--- src/rtl/blpw_pkg.sv ---
`timescale 1ns / 1ps

package blpw_pkg;

  localparam int MAX_DIMENSION_DEFAULT = 2048;

  // frame registers are 12 bits, so an on-screen coordinate fits in 12 bits
  localparam int FRAME_REG_W = 12;
  localparam int COORD_W     = FRAME_REG_W;
  localparam int DIM_W       = FRAME_REG_W + 1;
  localparam int OFFSET_W    = 22;
  localparam int CFG_INDEX_W = 3;
  localparam int CFG_DATA_W  = 16;

  // floor(v / 15) == (v * 274) >> 12 for every v up to 225
  localparam int          RECIP_W     = 9;
  localparam logic [8:0]  RECIP_15    = 9'd274;
  localparam int          RECIP_SHIFT = 12;
  localparam logic [3:0]  CHAN_MAX    = 4'hF;

  typedef enum logic [CFG_INDEX_W-1:0] {
    CFG_FRAME_WIDTH  = 3'd0,
    CFG_FRAME_HEIGHT = 3'd1,
    CFG_SCISSOR_EN   = 3'd2,
    CFG_SCISSOR_LEFT = 3'd3,
    CFG_SCISSOR_TOP  = 3'd4,
    CFG_SPAN_X       = 3'd5,
    CFG_SPAN_Y       = 3'd6
  } cfg_idx_e;

  typedef struct packed {
    logic               mode;
    logic signed [15:0] pos_x;
    logic signed [15:0] pos_y;
    logic [3:0]         red;
    logic [3:0]         green;
    logic [3:0]         blue;
    logic [3:0]         opacity;
    logic [15:0]        old_pixel;
  } pixel_req_t;

  typedef struct packed {
    logic                write_enable;
    logic [OFFSET_W-1:0] word_offset;
    logic [15:0]         pixel_value;
  } pixel_wr_t;

endpackage

--- src/rtl/block_linear_pixel_blend_writer.sv ---
`timescale 1ns / 1ps

// Pixel writer for an RGBA4444 framebuffer in block-linear layout. Each accepted
// request yields exactly one result, in order: a dropped write (off-screen or
// outside an enabled, half-open scissor box) comes out with write_enable low and
// zero offset and pixel. In blend mode each color channel becomes
// floor((new*a + old*(15-a))/15) and alpha saturates at 15. The block takes one
// pixel per clock unless out_ready stalls it; its stages are bounds test and
// channel products, then reciprocal multiply for the divide by 15 together with
// the block-row stride multiply, then offset assembly into the output register.
// Each stage holds under back-pressure and fills bubbles independently.
// Configuration registers are written through cfg_write/cfg_index/cfg_data.
module block_linear_pixel_blend_writer #(
  parameter int MAX_DIMENSION = blpw_pkg::MAX_DIMENSION_DEFAULT
) (
  input  logic                                   clk,
  input  logic                                   rst,
  input  logic                                   cfg_write,
  input  logic [blpw_pkg::CFG_INDEX_W-1:0]       cfg_index,
  input  logic [blpw_pkg::CFG_DATA_W-1:0]        cfg_data,
  input  logic                                   in_valid,
  output logic                                   in_ready,
  input  blpw_pkg::pixel_req_t                   in_data,
  output logic                                   out_valid,
  input  logic                                   out_ready,
  output blpw_pkg::pixel_wr_t                    out_data
);
  import blpw_pkg::*;

  localparam logic [DIM_W-1:0] DIM_CAP =
    (MAX_DIMENSION > (2 ** FRAME_REG_W) - 1) ? DIM_W'((2 ** FRAME_REG_W) - 1)
                                             : DIM_W'(MAX_DIMENSION);

  // configuration registers
  logic [FRAME_REG_W-1:0] frame_width;
  logic [FRAME_REG_W-1:0] frame_height;
  logic                   scissor_enable;
  logic signed [15:0]     scissor_left;
  logic signed [15:0]     scissor_top;
  logic [14:0]            scissor_span_x;
  logic [14:0]            scissor_span_y;

  always_ff @(posedge clk) begin
    if (rst) begin
      frame_width    <= FRAME_REG_W'(1280);
      frame_height   <= FRAME_REG_W'(720);
      scissor_enable <= 1'b0;
      scissor_left   <= '0;
      scissor_top    <= '0;
      scissor_span_x <= '0;
      scissor_span_y <= '0;
    end else if (cfg_write) begin
      unique case (cfg_index)
        CFG_FRAME_WIDTH:  frame_width    <= cfg_data[FRAME_REG_W-1:0];
        CFG_FRAME_HEIGHT: frame_height   <= cfg_data[FRAME_REG_W-1:0];
        CFG_SCISSOR_EN:   scissor_enable <= cfg_data[0];
        CFG_SCISSOR_LEFT: scissor_left   <= cfg_data;
        CFG_SCISSOR_TOP:  scissor_top    <= cfg_data;
        CFG_SPAN_X:       scissor_span_x <= cfg_data[14:0];
        CFG_SPAN_Y:       scissor_span_y <= cfg_data[14:0];
        default: ;
      endcase
    end
  end

  logic [DIM_W-1:0] width_clamped;
  logic [DIM_W-1:0] height_clamped;

  assign width_clamped  = ({1'b0, frame_width} > DIM_CAP) ? DIM_CAP : {1'b0, frame_width};
  assign height_clamped = ({1'b0, frame_height} > DIM_CAP) ? DIM_CAP : {1'b0, frame_height};

  // stage advance: a stage moves when it is empty or the next one takes its item
  logic en1, en2, en3;
  logic s1_valid, s2_valid, s3_valid;

  assign en3      = !s3_valid || out_ready;
  assign en2      = !s2_valid || en3;
  assign en1      = !s1_valid || en2;
  assign in_ready = en1;

  // ---------------- stage 1: visibility and channel products ----------------
  logic signed [16:0] px17, py17, sc_left17, sc_top17, sc_right17, sc_bottom17;
  logic               on_frame, in_scissor, visible;
  logic [7:0]         sum_r, sum_g, sum_b;
  logic [3:0]         inv_a, alpha_new;
  logic [4:0]         alpha_sum;

  assign px17        = {in_data.pos_x[15], in_data.pos_x};
  assign py17        = {in_data.pos_y[15], in_data.pos_y};
  assign sc_left17   = {scissor_left[15], scissor_left};
  assign sc_top17    = {scissor_top[15], scissor_top};
  assign sc_right17  = sc_left17 + $signed({2'b00, scissor_span_x});
  assign sc_bottom17 = sc_top17 + $signed({2'b00, scissor_span_y});

  assign on_frame = !in_data.pos_x[15] && !in_data.pos_y[15]
                 && (in_data.pos_x[14:0] < {2'b00, width_clamped})
                 && (in_data.pos_y[14:0] < {2'b00, height_clamped});
  assign in_scissor = (px17 >= sc_left17) && (px17 < sc_right17)
                   && (py17 >= sc_top17) && (py17 < sc_bottom17);
  assign visible = on_frame && (!scissor_enable || in_scissor);

  assign inv_a     = CHAN_MAX - in_data.opacity;
  assign alpha_sum = {1'b0, in_data.opacity} + {1'b0, in_data.old_pixel[15:12]};

  // direct mode scales by 15 so the shared divide returns the new channel unchanged
  always_comb begin
    if (in_data.mode) begin
      sum_r = in_data.red   * in_data.opacity + in_data.old_pixel[3:0]  * inv_a;
      sum_g = in_data.green * in_data.opacity + in_data.old_pixel[7:4]  * inv_a;
      sum_b = in_data.blue  * in_data.opacity + in_data.old_pixel[11:8] * inv_a;
      alpha_new = alpha_sum[4] ? CHAN_MAX : alpha_sum[3:0];
    end else begin
      sum_r = in_data.red   * CHAN_MAX;
      sum_g = in_data.green * CHAN_MAX;
      sum_b = in_data.blue  * CHAN_MAX;
      alpha_new = in_data.opacity;
    end
  end

  logic               s1_ok;
  logic [COORD_W-1:0] s1_x, s1_y;
  logic [7:0]         s1_sum_r, s1_sum_g, s1_sum_b;
  logic [3:0]         s1_alpha;

  always_ff @(posedge clk) begin
    if (rst) begin
      s1_valid <= 1'b0;
    end else if (en1) begin
      s1_valid <= in_valid;
    end
  end

  always_ff @(posedge clk) begin
    if (en1) begin
      s1_ok    <= visible;
      s1_x     <= in_data.pos_x[COORD_W-1:0];
      s1_y     <= in_data.pos_y[COORD_W-1:0];
      s1_sum_r <= sum_r;
      s1_sum_g <= sum_g;
      s1_sum_b <= sum_b;
      s1_alpha <= alpha_new;
    end
  end

  // ---------------- stage 2: divide by 15 and row stride ----------------
  logic [8+RECIP_W-1:0] q_r, q_g, q_b;
  logic [DIM_W-1:0]     stride_rows;

  assign q_r = s1_sum_r * RECIP_15;
  assign q_g = s1_sum_g * RECIP_15;
  assign q_b = s1_sum_b * RECIP_15;
  assign stride_rows = s1_y[COORD_W-1:7] * width_clamped[DIM_W-1:5];

  logic               s2_ok;
  logic [COORD_W-1:0] s2_x, s2_y;
  logic [3:0]         s2_r, s2_g, s2_b, s2_alpha;
  logic [DIM_W-1:0]   s2_stride;

  function automatic logic [DIM_W-1:0] s2_stride_next(input logic ok,
                                                      input logic [DIM_W-1:0] rows);
    return ok ? rows : '0;
  endfunction

  always_ff @(posedge clk) begin
    if (rst) begin
      s2_valid <= 1'b0;
    end else if (en2) begin
      s2_valid <= s1_valid;
    end
  end

  always_ff @(posedge clk) begin
    if (en2) begin
      s2_ok     <= s1_ok;
      s2_x      <= s1_x;
      s2_y      <= s1_y;
      s2_r      <= q_r[RECIP_SHIFT+3:RECIP_SHIFT];
      s2_g      <= q_g[RECIP_SHIFT+3:RECIP_SHIFT];
      s2_b      <= q_b[RECIP_SHIFT+3:RECIP_SHIFT];
      s2_alpha  <= s1_alpha;
      s2_stride <= s2_stride_next(s1_ok, stride_rows);
    end
  end

  // ---------------- stage 3: offset assembly and output register ----------------
  logic [15:0]          gob_base;
  logic [OFFSET_W-1:0]  offset_calc;

  assign gob_base = 16'(s2_y[6:4]) + 16'({s2_x[COORD_W-1:5], 3'b000})
                  + 16'({s2_stride, 3'b000});
  // 512-word unit = two 64x8-byte GOBs stacked; within it the bits interleave y and x
  assign offset_calc = {gob_base[12:0], s2_y[3], s2_x[4], s2_y[2:1], s2_x[3], s2_y[0],
                        s2_x[2:0]};

  always_ff @(posedge clk) begin
    if (rst) begin
      s3_valid <= 1'b0;
    end else if (en3) begin
      s3_valid <= s2_valid;
    end
  end

  always_ff @(posedge clk) begin
    if (en3) begin
      out_data.write_enable <= s2_ok;
      out_data.word_offset  <= s2_ok ? offset_calc : '0;
      out_data.pixel_value  <= s2_ok ? {s2_alpha, s2_b, s2_g, s2_r} : '0;
    end
  end

  assign out_valid = s3_valid;

  // ---------------- checks ----------------
  a_drop_zero: assert property (@(posedge clk) disable iff (rst)
    out_valid && !out_data.write_enable |->
      out_data.word_offset == '0 && out_data.pixel_value == '0)
    else $error("dropped write carries nonzero payload");

  a_accept_enters: assert property (@(posedge clk) disable iff (rst)
    in_valid && in_ready |=> s1_valid)
    else $error("accepted request missing from first stage");

  a_s2_hold: assert property (@(posedge clk) disable iff (rst)
    s2_valid && !en3 |=> s2_valid && $stable(s2_r) && $stable(s2_stride) && $stable(s2_ok))
    else $error("second stage changed while stalled");

endmodule

--- config.mk ---
export PLATFORM = sky130hd
export DESIGN_NAME = block_linear_pixel_blend_writer
export DESIGN_NICKNAME = d
export VERILOG_FILES = /design/src/rtl/blpw_pkg.sv /design/src/rtl/block_linear_pixel_blend_writer.sv
export SDC_FILE = /design/constraint.sdc
export NUM_CORES = 1
export LEC_CHECK = 0
export BUFFER_PORTS_ARGS = -buffer_cell sky130_fd_sc_hd__buf_2
export CAP_MARGIN = 20
export CORE_MARGIN = 2
export CORE_UTILIZATION = 35
export CTS_CLUSTER_SIZE = 25
export DETAILED_ROUTE_END_ITERATION = 8
export SYNTH_ARGS = -nofsm -noshare
export SYNTH_HDL_FRONTEND = slang
export SYNTH_SLANG_ARGS = --single-unit
--- constraint.sdc ---
create_clock -name clk -period 9 [get_ports clk]
set_input_delay 0.45 -clock clk [delete_from_list [all_inputs] [get_ports clk]]
set_output_delay 0.45 -clock clk [all_outputs]
set_load 0.005 [all_outputs]
==> reports/metrics.yaml <==
cts:
  cts_tree: "built"
  clk_latency_ns: 0.56
  cts_sinks: 228
  cts_root_buf: "clkbuf_16"
  postCtsSetupBuffers: 0
  clockBufferDepth: 3
  postCtsHoldBufs: 0
  numCtsBuffers: 26
  cts_resized: 0
  ctsHtreeMaxLevel: 1
  clk_pin_slew_worst_paths_ns: 0.06
logic_synthesis:
  syn_avg_cell_area_sq_um: 9.91
  synthFlopType: "edfxtp_1"
  synthAdderAreaFrac_pct: 31.8
  async_flop_share_pct: 0
  ys_seq_area_share_pct: 33.4
  synth_top_family_by_area: "adder cells"
  synth_top_cell_by_area: "edfxtp_1"
  synth.area.top_cells: "edfxtp_1 (23%), ha_1 (22%), dfxtp_1 (10%)"
  synth_simple_gate_area_share_pct: 14.5
  netlist_instances: 1795
  synth-edff-count: 138
  netlist_area_sq_um: 17800
  yosysUniqueCellTypes: 55
  netlist.area_leader.share_pct: 23.3
  synth-seq-cells: 228
  synth_compound_area_share_pct: 10.6
  yosys_warnings: 0
  synthMuxAreaShare_pct: 0.795
  synth_xor_area_share_pct: 4.13
sta:
  finalMaxSlewViolations: 0
  tightest_slew_ns: 1.04
  rsz0062_at_grt: "no"
  holdWs_ns: 0.154
  fin_crit_ns: 4.20
  clock.fmax_ghz: 0.238
  fin_crit_sh_pct: 46.7
  tns_ns: 0
  finalClockSkew_ns: 0.0335
  setup_viol: 0
  slew_headroom_pct: 30.5
  finalHoldViolations: 0
global_routing:
  grt_pass1_wl_mm: 67.9
  grt_max_degree: 91
  track_usage_pct: 15.9
  antenna_found_initial: 2
  grt_pass1_vias: 13000
  grt_overflow: 0
placed_design:
  dp_hpwl_mm: 32.7
  port_buffers: 129
  place_congestion: 0.856
routing:
  drt_first_pass_iters: 5
  wl_mm: 41.3
  ant_nets: 0
  wl_per_cell_um: 15.8
  vias: 12700
  drc: 0
  initialDrtViolationCount: 610
  routed_via_density: 4.86
floorplanning:
  ios: 130
  die_x_um: 229
  core_sq_um: 50200
  design.die.area_sq_um: 52700
  fp-row-count: 82
  dieHeight_um: 229
  start_util_pct: 35.5
critical_path:
  crit_fanout: 12
  critPathArrivalTime_ns: 4.52
  timing.critical_path.to_type: "flip-flop"
  startpoint_type: "flip-flop"
  cp_data_required_time_ns: 9.32
  criticalPathCategory: "reg2reg"
power_and_ir_drop:
  power.density_cell_area_nw_per_um2: 183
  irDropWorstVdd_uv: 123
  leakagePower_nw: 9.27
final_layout:
  fillers: 4932
  seqCellArea_sq_um: 5950
  syn2layout_area_growth_pct: 12.5
  drive_gt1_share_pct: 10.6
  utilization_pct: 39.9
  multiInputGateArea_sq_um: 11000
  finalNetCount: 2407
run_status:
  outcome: "finished clean"
min_path:
  hold_path.class: "in2reg"
run:
  cap_violations: 0
[per-stage QoR]
| stage | std cells | total power, mW | setup WS, ns | cell area (sq um) |
|---|---|---|---|---|
| finish | 2610 | 3.67 | 4.80 | 20000 |
| global route | 2610 | 3.99 | 4.50 | 20000 |
| CTS | 2608 | 3.74 | 4.77 | 20000 |
| detailed placement | 2561 | 2.69 | 4.26 | 19200 |
| global placement | 2560 | 2.62 | 4.36 | 19200 |
| floorplan | 1797 | 2.31 | 4.75 | 17800 |
[metal layers]
| metal | wire (um) | vias to the layer above | GRT usage [%] |
|---|---|---|---|
| met5 | 19 | - | 0 |
| met4 | 732 | 2 | 3.45 |
| met3 | 1540 | 52 | 1.89 |
| met2 | 18500 | 178 | 25.7 |
| met1 | 20600 | 6080 | 22.7 |
| li1 | - | 6376 | - |
[final timing paths]
path                        start      endpoint  slack, ns  cells past startpoint
hold reg to reg           s1_x[2]       s2_x[2]       0.39                      0
hold / removal        in_data[55]       s1_x[7]       0.15                      1
setup / recovery  frame_width[11]  s2_stride[9]       4.80                     13
setup reg to reg  frame_width[11]  s2_stride[9]       4.80                     13
[sequential cells by signal (all words and copies together) (netlist names), 8 cells and up]
name / count
frame_height: 12
frame_width: 12
out_data: 39
s1_sum_b: 8
s1_sum_g: 8
s1_sum_r: 8
s1_x: 12
s1_y: 12
s2_stride: 10
s2_x: 12
scissor_left: 16
scissor_span_x: 15
scissor_span_y: 15
scissor_top: 16
[Yosys cell counts (42+ instances only)]
| cell | count |
|---|---|
| nor2b_1 | 42 |
| inv_1 | 179 |
| clkbuf_1 | 42 |
| ha_1 | 313 |
| dfxtp_1 | 90 |
| fa_1 | 87 |
| nand2_1 | 253 |
| edfxtp_1 | 138 |
| and2_1 | 94 |
| a21oi_1 | 171 |
| nor2_1 | 43 |
| xnor2_1 | 53 |
[logic make-up (layout without fill, tap and decap cells)]
| group | after synthesis | in the layout |
|---|---|---|
| AOI/OAI and AO/OA | 315 | 315 |
| xor gates and xnor gates | 84 | 84 |
| adders and majority gates | 400 | 400 |
| buffers and inverters | 221 | 361 |
| DFF | 228 | 228 |
| muxes | 13 | 13 |
| other | 1 | 4 |
| and+or+nand+nor | 533 | 533 |
[cell usage in the layout, fill, tap and decap left out, drive strengths merged, types with 3 or more instances in the layout]
cell,count
and2,94
nand4,9
o22ai,3
mux2i,4
nand2,253
ha,313
a21oi,173
nand2b,25
nor2b,42
o21a,8
and3,9
nor2,43
nand3,18
clkinv,12
buf,135
a2111oi,4
o21ai,40
fa,87
xnor2,53
o21bai,11
a31o,3
o31ai,4
a211oi,3
edfxtp,138
conb,3
nor3b,5
clkbuf,31
nand3b,8
mux2,9
a31oi,7
inv,181
a21o,34
xor2,31
dfxtp,90
or2,5
a211o,4
o211ai,8
nor3,15
[critical path: stages, from the launching register on]
cell     delay, ns
dfxtp_1       0.45
nor2b_1       0.41
nand2_1       0.14
fa_1          0.52
fa_1          0.52
fa_1          0.54
inv_1         0.04
ha_1          0.32
a21o_1        0.19
a21o_1        0.18
a21oi_1       0.21
o21ai_0       0.14
xnor2_1       0.13
and2_1        0.15
[where the power goes]
| part | total, mW | switching (mW) | internal (mW) |
|---|---|---|---|
| registers | 1.32 | 0.0688 | 1.25 |
| logic | 1.33 | 0.716 | 0.614 |
| clock network | 1.02 | 0.443 | 0.580 |
| total | 3.67 | 1.23 | 2.44 |
[final cells by class]
class | instances | area share, %
inverter | 179 | 3.36
antenna | 1 | 0.0125
timing repair buffer | 135 | 3.54
tap | 672 | 4.20
clock buffer | 31 | 3.46
clock inverter | 16 | 0.619
multi-input combinational | 1348 | 55.1
sequential | 228 | 29.7
(Power assumes the default switching activity.)
